`src/rtl/core/cbts_pkg.sv`:
```
// Shared types and constants for the compass bus transaction sequencer.
// Holds the bus status codes, control codes and the result record.
// No dependencies.
package cbts_pkg;

  localparam int unsigned RECEIVE_DEPTH = 7;
  localparam int unsigned STORE_AW      = (RECEIVE_DEPTH > 1) ? $clog2(RECEIVE_DEPTH) : 1;

  localparam logic [7:0] EV_START     = 8'h08;
  localparam logic [7:0] EV_RESTART   = 8'h10;
  localparam logic [7:0] EV_SLA_W_ACK = 8'h18;
  localparam logic [7:0] EV_DATA_ACK  = 8'h28;
  localparam logic [7:0] EV_DATA_NACK = 8'h30;
  localparam logic [7:0] EV_SLA_R_ACK = 8'h40;
  localparam logic [7:0] EV_RX_ACK    = 8'h50;
  localparam logic [7:0] EV_RX_NACK   = 8'h58;

  localparam logic [7:0] ADDR_RAW = 8'h3D;
  localparam logic [7:0] ADDR_HPR = 8'h33;

  localparam logic [1:0] ACK_KEEP = 2'd0;
  localparam logic [1:0] ACK_ACK  = 2'd1;
  localparam logic [1:0] ACK_NACK = 2'd2;

  localparam logic [1:0] FRAME_NONE    = 2'd0;
  localparam logic [1:0] FRAME_RAW     = 2'd1;
  localparam logic [1:0] FRAME_HPR     = 2'd2;
  localparam logic [1:0] FRAME_UNKNOWN = 2'd3;

  localparam logic [2:0] REG_ADDRESS   = 3'd0;
  localparam logic [2:0] REG_WR_COUNT  = 3'd1;
  localparam logic [2:0] REG_FIRST_TX  = 3'd2;
  localparam logic [2:0] REG_SECOND_TX = 3'd3;
  localparam logic [2:0] REG_RD_COUNT  = 3'd4;

  // tx_valid in the lowest bit
  typedef struct packed {
    logic signed [15:0] value_third;
    logic signed [15:0] value_second;
    logic signed [15:0] value_first;
    logic [1:0]         ack_control;
    logic               stop_request;
    logic               clear_start;
    logic [7:0]         tx_byte;
    logic               tx_valid;
  } result_t;

endpackage

```
`src/rtl/core/compass_bus_transaction_sequencer.sv`:
```
// Compass bus transaction sequencer: one status event in, one controller command out.
// Depends on cbts_pkg for status codes, control codes and the result record.
//
// Usage:
//   s_axis: one bus status event per transfer, tuser = command, tdata = received byte.
//   m_axis: one result per event; tdata carries the controller command and the
//     decoded values, tuser carries the frame kind.
//   APB: five registers at byte addresses 0x00..0x10, to be written by the user
//   only while the block is idle; the block itself does not enforce this.
// Pipeline: input register, then result register. Throughput: one event per cycle
//   while m_axis_tready holds high; the sequencing state (write/read positions,
//   receive store) updates in the same cycle an event moves from the input
//   register to the result register.
// Reset: positions clear to zero, registers take 0, 1, 0, 0, 6; the receive
//   store is left as is.
// Stall: while m_axis_tready is low a waiting result holds, the input register
//   holds behind it and s_axis_tready drops once both are full.
module compass_bus_transaction_sequencer (
  input  logic        clk_i,
  input  logic        rst_ni,
  // APB
  input  logic        psel,
  input  logic        penable,
  input  logic        pwrite,
  input  logic [4:0]  paddr,
  input  logic [31:0] pwdata,
  output logic [31:0] prdata,
  output logic        pready,
  // input stream
  input  logic        s_axis_tvalid,
  output logic        s_axis_tready,
  input  logic [7:0]  s_axis_tdata,   // [7:0] received_byte
  input  logic [7:0]  s_axis_tuser,   // [7:0] command
  // result stream
  output logic        m_axis_tvalid,
  input  logic        m_axis_tready,
  // [0] tx_valid, [8:1] tx_byte, [9] clear_start, [10] stop_request,
  // [12:11] ack_control, [28:13] value_first, [44:29] value_second,
  // [60:45] value_third, [63:61] zero
  output logic [63:0] m_axis_tdata,
  output logic [1:0]  m_axis_tuser    // [1:0] frame_kind
);

  logic [7:0] address_byte_q;
  logic [1:0] write_count_q;
  logic [7:0] first_tx_byte_q;
  logic [7:0] second_tx_byte_q;
  logic [2:0] read_count_q;

  logic       cfg_wr;
  logic [2:0] cfg_idx;

  logic       in_valid_q;
  logic [7:0] cmd_q;
  logic [7:0] rx_q;
  logic       out_valid_q;
  cbts_pkg::result_t res_q, res_d;
  logic [1:0] kind_q, kind_d;

  logic [1:0] wr_pos_q, wr_pos_d;
  logic [2:0] rd_pos_q, rd_pos_d;
  logic [7:0] store_q [cbts_pkg::RECEIVE_DEPTH];
  logic       store_we;
  logic [7:0] store_rd [6];

  logic       out_free;
  logic       advance;
  logic [3:0] count;
  logic [7:0] next_tx;
  logic       decoding;

  // configuration port
  assign pready  = 1'b1;
  assign cfg_idx = paddr[4:2];
  assign cfg_wr  = psel && penable && pwrite;

  always_ff @(posedge clk_i or negedge rst_ni) begin
    if (!rst_ni) begin
      address_byte_q   <= 8'd0;
      write_count_q    <= 2'd1;
      first_tx_byte_q  <= 8'd0;
      second_tx_byte_q <= 8'd0;
      read_count_q     <= 3'd6;
    end else if (cfg_wr) begin
      unique case (cfg_idx)
        cbts_pkg::REG_ADDRESS:   address_byte_q   <= pwdata[7:0];
        cbts_pkg::REG_WR_COUNT:  write_count_q    <= pwdata[1:0];
        cbts_pkg::REG_FIRST_TX:  first_tx_byte_q  <= pwdata[7:0];
        cbts_pkg::REG_SECOND_TX: second_tx_byte_q <= pwdata[7:0];
        cbts_pkg::REG_RD_COUNT:  read_count_q     <= pwdata[2:0];
        default: ;
      endcase
    end
  end

  always_comb begin
    prdata = 32'd0;
    unique case (cfg_idx)
      cbts_pkg::REG_ADDRESS:   prdata = {24'd0, address_byte_q};
      cbts_pkg::REG_WR_COUNT:  prdata = {30'd0, write_count_q};
      cbts_pkg::REG_FIRST_TX:  prdata = {24'd0, first_tx_byte_q};
      cbts_pkg::REG_SECOND_TX: prdata = {24'd0, second_tx_byte_q};
      cbts_pkg::REG_RD_COUNT:  prdata = {29'd0, read_count_q};
      default:                 prdata = 32'd0;
    endcase
  end

  // handshake
  assign out_free      = !out_valid_q || m_axis_tready;
  assign advance       = in_valid_q && out_free;
  assign s_axis_tready = !in_valid_q || out_free;

  always_ff @(posedge clk_i or negedge rst_ni) begin
    if (!rst_ni) begin
      in_valid_q  <= 1'b0;
      out_valid_q <= 1'b0;
      wr_pos_q    <= 2'd0;
      rd_pos_q    <= 3'd0;
    end else begin
      if (s_axis_tready) begin
        in_valid_q <= s_axis_tvalid;
      end
      if (out_free) begin
        out_valid_q <= in_valid_q;
      end
      if (advance) begin
        wr_pos_q <= wr_pos_d;
        rd_pos_q <= rd_pos_d;
      end
    end
  end

  always_ff @(posedge clk_i) begin
    if (s_axis_tready && s_axis_tvalid) begin
      cmd_q <= s_axis_tuser;
      rx_q  <= s_axis_tdata;
    end
    if (advance) begin
      res_q  <= res_d;
      kind_q <= kind_d;
    end
    if (advance && store_we) begin
      store_q[rd_pos_q[cbts_pkg::STORE_AW-1:0]] <= rx_q;
    end
  end

  assign store_we = (cmd_q == cbts_pkg::EV_RX_ACK || cmd_q == cbts_pkg::EV_RX_NACK) &&
                    ({1'b0, rd_pos_q} < 4'(cbts_pkg::RECEIVE_DEPTH));

  // store read with the byte of this event forwarded
  always_comb begin
    for (int i = 0; i < 6; i++) begin
      store_rd[i] = (store_we && (rd_pos_q == 3'(i))) ? rx_q : store_q[i];
    end
  end

  assign count    = {1'b0, rd_pos_q} + 4'd1;
  assign decoding = count > {1'b0, read_count_q};

  always_comb begin
    unique case (wr_pos_q)
      2'd0:    next_tx = first_tx_byte_q;
      2'd1:    next_tx = second_tx_byte_q;
      default: next_tx = 8'd0;
    endcase
  end

  always_comb begin
    res_d    = '0;
    kind_d   = cbts_pkg::FRAME_NONE;
    wr_pos_d = wr_pos_q;
    rd_pos_d = rd_pos_q;
    unique case (cmd_q) inside
      cbts_pkg::EV_START: begin
        res_d.tx_valid    = 1'b1;
        res_d.tx_byte     = address_byte_q;
        res_d.clear_start = 1'b1;
      end
      cbts_pkg::EV_RESTART: begin
        res_d.clear_start = 1'b1;
      end
      cbts_pkg::EV_SLA_W_ACK: begin
        res_d.tx_valid = 1'b1;
        res_d.tx_byte  = next_tx;
        wr_pos_d       = wr_pos_q + 2'd1;
      end
      cbts_pkg::EV_DATA_ACK, cbts_pkg::EV_DATA_NACK: begin
        if (wr_pos_q != write_count_q) begin
          res_d.tx_valid = 1'b1;
          res_d.tx_byte  = next_tx;
          wr_pos_d       = wr_pos_q + 2'd1;
        end else begin
          res_d.stop_request = 1'b1;
        end
      end
      cbts_pkg::EV_SLA_R_ACK: begin
        res_d.ack_control = cbts_pkg::ACK_ACK;
      end
      cbts_pkg::EV_RX_ACK, cbts_pkg::EV_RX_NACK: begin
        if (!decoding) begin
          res_d.ack_control = (count == {1'b0, read_count_q}) ? cbts_pkg::ACK_NACK
                                                              : cbts_pkg::ACK_ACK;
          rd_pos_d = count[2:0];
        end else begin
          if (address_byte_q == cbts_pkg::ADDR_RAW || address_byte_q == cbts_pkg::ADDR_HPR) begin
            kind_d = (address_byte_q == cbts_pkg::ADDR_RAW) ? cbts_pkg::FRAME_RAW
                                                            : cbts_pkg::FRAME_HPR;
            res_d.value_first  = {store_rd[0], store_rd[1]};
            res_d.value_second = {store_rd[2], store_rd[3]};
            res_d.value_third  = {store_rd[4], store_rd[5]};
          end else begin
            kind_d = cbts_pkg::FRAME_UNKNOWN;
          end
          res_d.stop_request = 1'b1;
          rd_pos_d           = 3'd0;
          wr_pos_d           = 2'd0;
        end
      end
      default: ;
    endcase
  end

  assign m_axis_tvalid = out_valid_q;
  assign m_axis_tdata  = {3'd0, res_q};
  assign m_axis_tuser  = kind_q;

  a_result_from_input: assert property (@(posedge clk_i) disable iff (!rst_ni)
    $rose(m_axis_tvalid) |-> $past(in_valid_q))
    else $error("result appeared without a held input");

  a_frame_stops: assert property (@(posedge clk_i) disable iff (!rst_ni)
    (m_axis_tvalid && m_axis_tuser != cbts_pkg::FRAME_NONE) |-> res_q.stop_request)
    else $error("frame delivered without stop request");

  a_no_values_without_frame: assert property (@(posedge clk_i) disable iff (!rst_ni)
    (m_axis_tvalid && (m_axis_tuser == cbts_pkg::FRAME_NONE ||
                       m_axis_tuser == cbts_pkg::FRAME_UNKNOWN))
      |-> (res_q.value_first == 16'sd0 && res_q.value_second == 16'sd0 &&
           res_q.value_third == 16'sd0))
    else $error("decoded values present without a known frame");

  a_decode_clears: assert property (@(posedge clk_i) disable iff (!rst_ni)
    (advance && store_we && decoding) |=> (rd_pos_q == 3'd0 && wr_pos_q == 2'd0))
    else $error("positions not cleared after decode");

endmodule

```
`config.mk`:
```
export PLATFORM = sky130hd
export DESIGN_NAME = compass_bus_transaction_sequencer
export DESIGN_NICKNAME = d
export VERILOG_FILES = /design/src/rtl/core/cbts_pkg.sv /design/src/rtl/core/compass_bus_transaction_sequencer.sv
export SDC_FILE = /design/constraint.sdc
export NUM_CORES = 1
export LEC_CHECK = 0
export BUFFER_PORTS_ARGS = -buffer_cell sky130_fd_sc_hd__buf_2
export CAP_MARGIN = 0
export CORE_ASPECT_RATIO = 0.75
export CORE_MARGIN = 10
export CORE_UTILIZATION = 29
export DETAILED_ROUTE_END_ITERATION = 16
export PLACE_DENSITY = 0.53
export RECOVER_POWER = 100
export SETUP_SLACK_MARGIN = 0.1
export SLEW_MARGIN = 40
export SYNTH_ARGS = -nofsm -noshare
export SYNTH_HDL_FRONTEND = slang
export SYNTH_SLANG_ARGS = --single-unit
export TNS_END_PERCENT = 1
```
`constraint.sdc`:
```
create_clock -name clk_i -period 3.86 [get_ports clk_i]
set_input_delay 0.386 -clock clk_i [delete_from_list [all_inputs] [get_ports clk_i]]
set_output_delay 0.386 -clock clk_i [all_outputs]
set_load 0.02 [all_outputs]
```
Word level (Yosys, flattened, before mapping) --
Memory sizes are Yosys's and may differ from the RTL's. A register that Yosys moved wholly into a read port is not among the register bits. Cells that the tools add are included. W data, S select, Z words.
Storage, ports and cells: flip-flop bits (word level) 67, RAM bits 56, input bits 60, output and inout bits 101, logic and storage cells 93, memories 1
Cells by class: add/sub/neg operators 2, $lt $le $gt $ge 2, equality and inequality tests 19, multiplexer cells 19, reductions and logical operators 33
Memories:
- store_q | words 7, width 8, read ports 6, clocked after Yosys merged registers in 6, write ports 1, RTL line compass_bus_transaction_sequencer.sv:62 | logic [7:0] store_q [cbts_pkg::RECEIVE_DEPTH];
Operator list (count):
- $pmux W8 S5 | 1
- $eq A8 B6 Y1 const B | 4
- $pmux W9 S3 | 1
- $eq A8 B7 Y1 const B | 3
- $eq A8 B5 Y1 const B | 2
- $pmux W8 S2 | 1
- $reduce_and A2 Y1 | 7
- $mux W2 | 6
- $mux W9 | 1
- $eq A8 B4 Y1 const B | 1
- $logic_not A1 Y1 | 8
- $eq A3 B2 Y1 const B | 2
- $logic_and A1 B1 Y1 | 6
- $pmux W2 S3 | 1
- $reduce_or A2 Y1 | 3
- $mux W1 | 5
- $add A3 B1 Y4 const B | 1
- $eq A4 B3 Y1 | 1
- $gt A4 B3 Y1 | 1
- $logic_or A1 B1 Y1 | 4
- $ne A2 B2 Y1 const B | 2
- $pmux W2 S2 | 1
- $reduce_and A4 Y1 | 1
- $eq A3 B1 Y1 const B | 1
- 11 further kinds | 11

Longest topological paths before layout --
depth in word-level cells 6, depth in mapped cells 12, mapped depth without buffers 9

Worst setup path after synthesis --
No wires, ideal clock.
kind register to register, from register out_valid_q (netlist: m_axis_tvalid), to register res_q (netlist bit m_axis_tdata[0]), enable pin, library setup time 0.417 ns, arrival 2.018 ns, data required time 3.443 ns, slack 1.425 ns, cell stages (with the launch flop) 4, buffers on the path 0, clock period less this slack 2.435 ns, cell sequence dfrtp_1 -> nand2b_1 -> nand2_1 -> inv_1
Between the ends: cells in the longest elaborated chain, start to end 3
RTL lines:
- start: declaration | RTL line compass_bus_transaction_sequencer.sv:56 | logic out_valid_q;
- start signal: assignment | RTL line compass_bus_transaction_sequencer.sv:124 | out_valid_q <= in_valid_q;
- $logic_not A1 Y1 | RTL line compass_bus_transaction_sequencer.sv:109 | assign out_free = !out_valid_q || m_axis_tready;
- $logic_or A1 B1 Y1 | RTL line compass_bus_transaction_sequencer.sv:109
- $logic_and A1 B1 Y1 | RTL line compass_bus_transaction_sequencer.sv:110 | assign advance = in_valid_q && out_free;
- named net advance | RTL line compass_bus_transaction_sequencer.sv:67 | logic advance;
- end signal: assignment | RTL line compass_bus_transaction_sequencer.sv:139 | res_q <= res_d;
- end: declaration | RTL line compass_bus_transaction_sequencer.sv:57 | cbts_pkg::result_t res_q, res_d;
The timed path passes the listed nets, and every way through them passes these cells. A chain may end at the register's enable or synchronous reset.

Worst setup path in the final report --
from register out_valid_q (netlist: m_axis_tvalid), to register res_q (netlist bit m_axis_tdata[52]), enable pin
The elaborated chain is that of the path after synthesis.

==> results.toml <==
[floorplan]
initial_core_util_pct = 29.62
die_area_sq_um = 31340
top_level_ports = 161
die_h_um = 155.8
die_w_um = 201.1
core-area_sq_um = 24090
rows = 49

[critical_path]
crit_family = "buffers and inverters"
crit_slowest_cell = "clkbuf_1"
max_stage_delay_ps = 1160
critPathLaunchType = "register"
cp_num_buf_inv = 2
worst_ep_required_time_ps = 3880
cp_max_fo = 26
worstPathCellList = "nand2b_1 -> nand2_1 -> inv_1 -> clkbuf_1"
worstSetupPathType = "register to register"
crit_path_end_kind = "register"
cp.arrival_ps = 2980

[timing]
hold_viol = 0
holdWs_ps = 137.8
period_needed_ps = 2956
slew_violations = 63
setup_viol = 0
tns_ps = 0
worst_pin_slew_ps = 2160
min_period_over_period_pct = 76.59
rsz0062_at_grt = "false"
fmax_ghz = 0.3383
maxSlewHeadroom_pct = -44.03
fin_worst_skew_ps = 11.09

[grt]
antenna_found_initial = 0
use_met3_pct = 3.237
grt_pass1_wl_um = 26500
globalRoute.totalOverflow = 0
busiest_layer = "met2"
met1_usage_pct = 15.13
grt.total_usage_pct = 11.02
grt_pass1_vias = 4455
grt_max_degree = 49
use_met2_pct = 16.21

[drt]
wl_per_cell_um = 17.28
dr.pass1.iters = 6
drt_iter0_drc = 338
num_vias = 4285
vias_per_cell = 4.320
route.final.wire_length_um = 17140
drc = 0
ant_nets = 0

[placement]
hpwl_um = 11900
gp_congestion = 0.7386
io_buffer_count = 106

[finish]
n_antenna_cell = 0
area_growth_pct = 17.15
drive_above_1_share_pct = 15.28
fillers = 2404
fin_util_pct = 34.69
nets = 718

[clocking]
cts_buffers = 17
htreeDepth = 4
postCtsSetupBuffers = 0
cts_tree = "built"
cts-root-buf = "clkbuf_16"
worstSkewPairLatency_ps = 420
clk_pin_slew_ps = 60
cts.sinks = 163
clk_path_buf_depth = 2

[synth]
async_flop_share_pct = 22.09
yosysSeqAreaShare_pct = 66.12
synth_cells = 537
synthTopCellsByArea = "edfxtp_1 (53%), dfrtp_1 (12%), mux2i_1 (5.0%)"
yosysTopAreaCellShare_pct = 53.45
synth_top_cell_by_area = "edfxtp_1"
synth_ff_type = "edfxtp_1"
synth.distinct_cells = 46
synth_seq_cells = 163
synth_edf_count = 127
syn_area_per_cell_sq_um = 13.29
netlist_area_sq_um = 7136
synth_warnings = 0

[power_and_ir_drop]
p_leak_nw = 3.201
power.density_nw_per_um2 = 508.4
max-vdd-ir-drop_uv = 278.6
p_total_mw = 4.250

[job]
maxCapViolations = 2

[run_status]
violations = "max-capacitance violations, max-slew violations"
status = "complete, but fails checks"

[min_path]
worst_hold_path_type = "input pin to register"
[stage by stage]
step           setup WS, ps  instances  instance area, sq um
3_3_place_gp          948.9        959                  7908
2_1_floorplan          1425        563                  7233
6_report              903.7        992                  8359
4_1_cts               919.3        992                  8508
3_5_place_dp          931.0        959                  7916
5_1_grt               614.9        992                  8359
[cells by family (layout without fill, tap and decap cells)]
family / count (synthesis) / in the layout / share of synthesized area [%]
AOI/OAI and AO/OA: 63 / 63 / 4.822
DFF: 163 / 163 / 66.12
and+or+nand+nor: 171 / 171 / 11.94
buffers and inverters: 59 / 157 / 5.103
muxes: 66 / 66 / 9.784
other: 2 / 28 / 0.1052
xor gates and xnor gates: 3 / 3 / 0.3683
adders and majority gates: 10 / 10 / 1.753
[path summary, 6_finish.rpt]
| check | start | to | slack (ps) | depth (start not counted) |
|---|---|---|---|---|
| setup / recovery | m_axis_tvalid | m_axis_tdata[52] | 900 | 4 |
| hold / removal | s_axis_tdata[5] | rx_q[5] | 140 | 1 |
| setup reg to reg | m_axis_tvalid | m_axis_tdata[52] | 900 | 4 |
| hold reg to reg | in_valid_q | m_axis_tvalid | 500 | 1 |
| max in group asynchronous | rst_ni | first_tx_byte_q[2] | 1480 | 2 |
| min in group asynchronous | rst_ni | second_tx_byte_q[0] | 1140 | 2 |
[cell usage after synthesis, types with 2 or more instances]
| master | n |
|---|---|
| edfxtp_1 | 127 |
| nand2_1 | 75 |
| nor2_1 | 49 |
| mux2i_1 | 36 |
| a21oi_1 | 34 |
| dfrtp_1 | 33 |
| mux2_2 | 30 |
| buf_4 | 29 |
| o21ai_0 | 15 |
| inv_1 | 11 |
| clkbuf_1 | 10 |
| ha_1 | 10 |
| a22oi_1 | 8 |
| and2_1 | 6 |
| and3_1 | 4 |
| buf_6 | 4 |
| nand3b_1 | 4 |
| nor3_1 | 4 |
| buf_2 | 3 |
| dfstp_2 | 3 |
| nand2b_1 | 3 |
| nand3_1 | 3 |
| nor2b_1 | 3 |
| xor2_1 | 3 |
| and2b_1 | 2 |
| buf_1 | 2 |
| conb_1 | 2 |
| nand4_4 | 2 |
| nor3_2 | 2 |
| nor3b_1 | 2 |
| o22ai_1 | 2 |
| or2_1 | 2 |
[worst reg2reg max path: stages (launching register included)]
cell and delay [ps]:
dfrtp_1 400, nand2b_1 90, nand2_1 250, inv_1 660, clkbuf_1 1160
[area by class of cell]
class	count	area (sq um)	share of cell area (%)
Sequential cell	163	4718	56.44
Tap cell	331	414.1	4.954
Multi-Input combinational cell	341	2130	25.48
Clock inverter	15	156.4	1.871
Timing Repair Buffer	114	474.2	5.673
Clock buffer	17	425.4	5.089
Inverter	11	41.29	0.4939
[registers in the layout, summed over array words and instances (netlist names), 3 cells and up]
| register | flops |
|---|---|
| m_axis_tdata | 61 |
| store_q | 48 |
| address_byte_q | 8 |
| cmd_q | 8 |
| first_tx_byte_q | 8 |
| rx_q | 8 |
| second_tx_byte_q | 8 |
| rd_pos_q | 3 |
| read_count_q | 3 |
[metal layers]
layer	wire (um)	vias up
met2	7562	92
met1	8615	2089
met5	0	-
met4	167	0
met3	795	10
li1	-	2094
[cell usage in the layout (no fill, tap or decap), types with 8 or more instances in the layout]
| cell | instances |
|---|---|
| a21oi_1 | 34 |
| a22oi_1 | 8 |
| buf_2 | 29 |
| clkbuf_1 | 83 |
| clkbuf_16 | 17 |
| conb_1 | 28 |
| dfrtp_1 | 33 |
| edfxtp_1 | 127 |
| ha_1 | 10 |
| inv_1 | 11 |
| mux2_2 | 30 |
| mux2i_1 | 36 |
| nand2_1 | 75 |
| nor2_1 | 49 |
| o21ai_0 | 15 |
[repair_timing]
| item | CTS | global route |
|---|---|---|
| endpoints found under the hold margin | 33 | 0 |
| hold buffers | 1 | 0 |
| gates resized for setup | 0 | 0 |
[where the power goes]
group          total [mW]  switching [mW]  leakage, nW  internal (mW)
clock network        1.68           0.726        0.274          0.958
logic               0.423           0.277         1.27          0.146
registers            2.14           0.112         1.65           2.03
(Power assumes the default switching activity.)
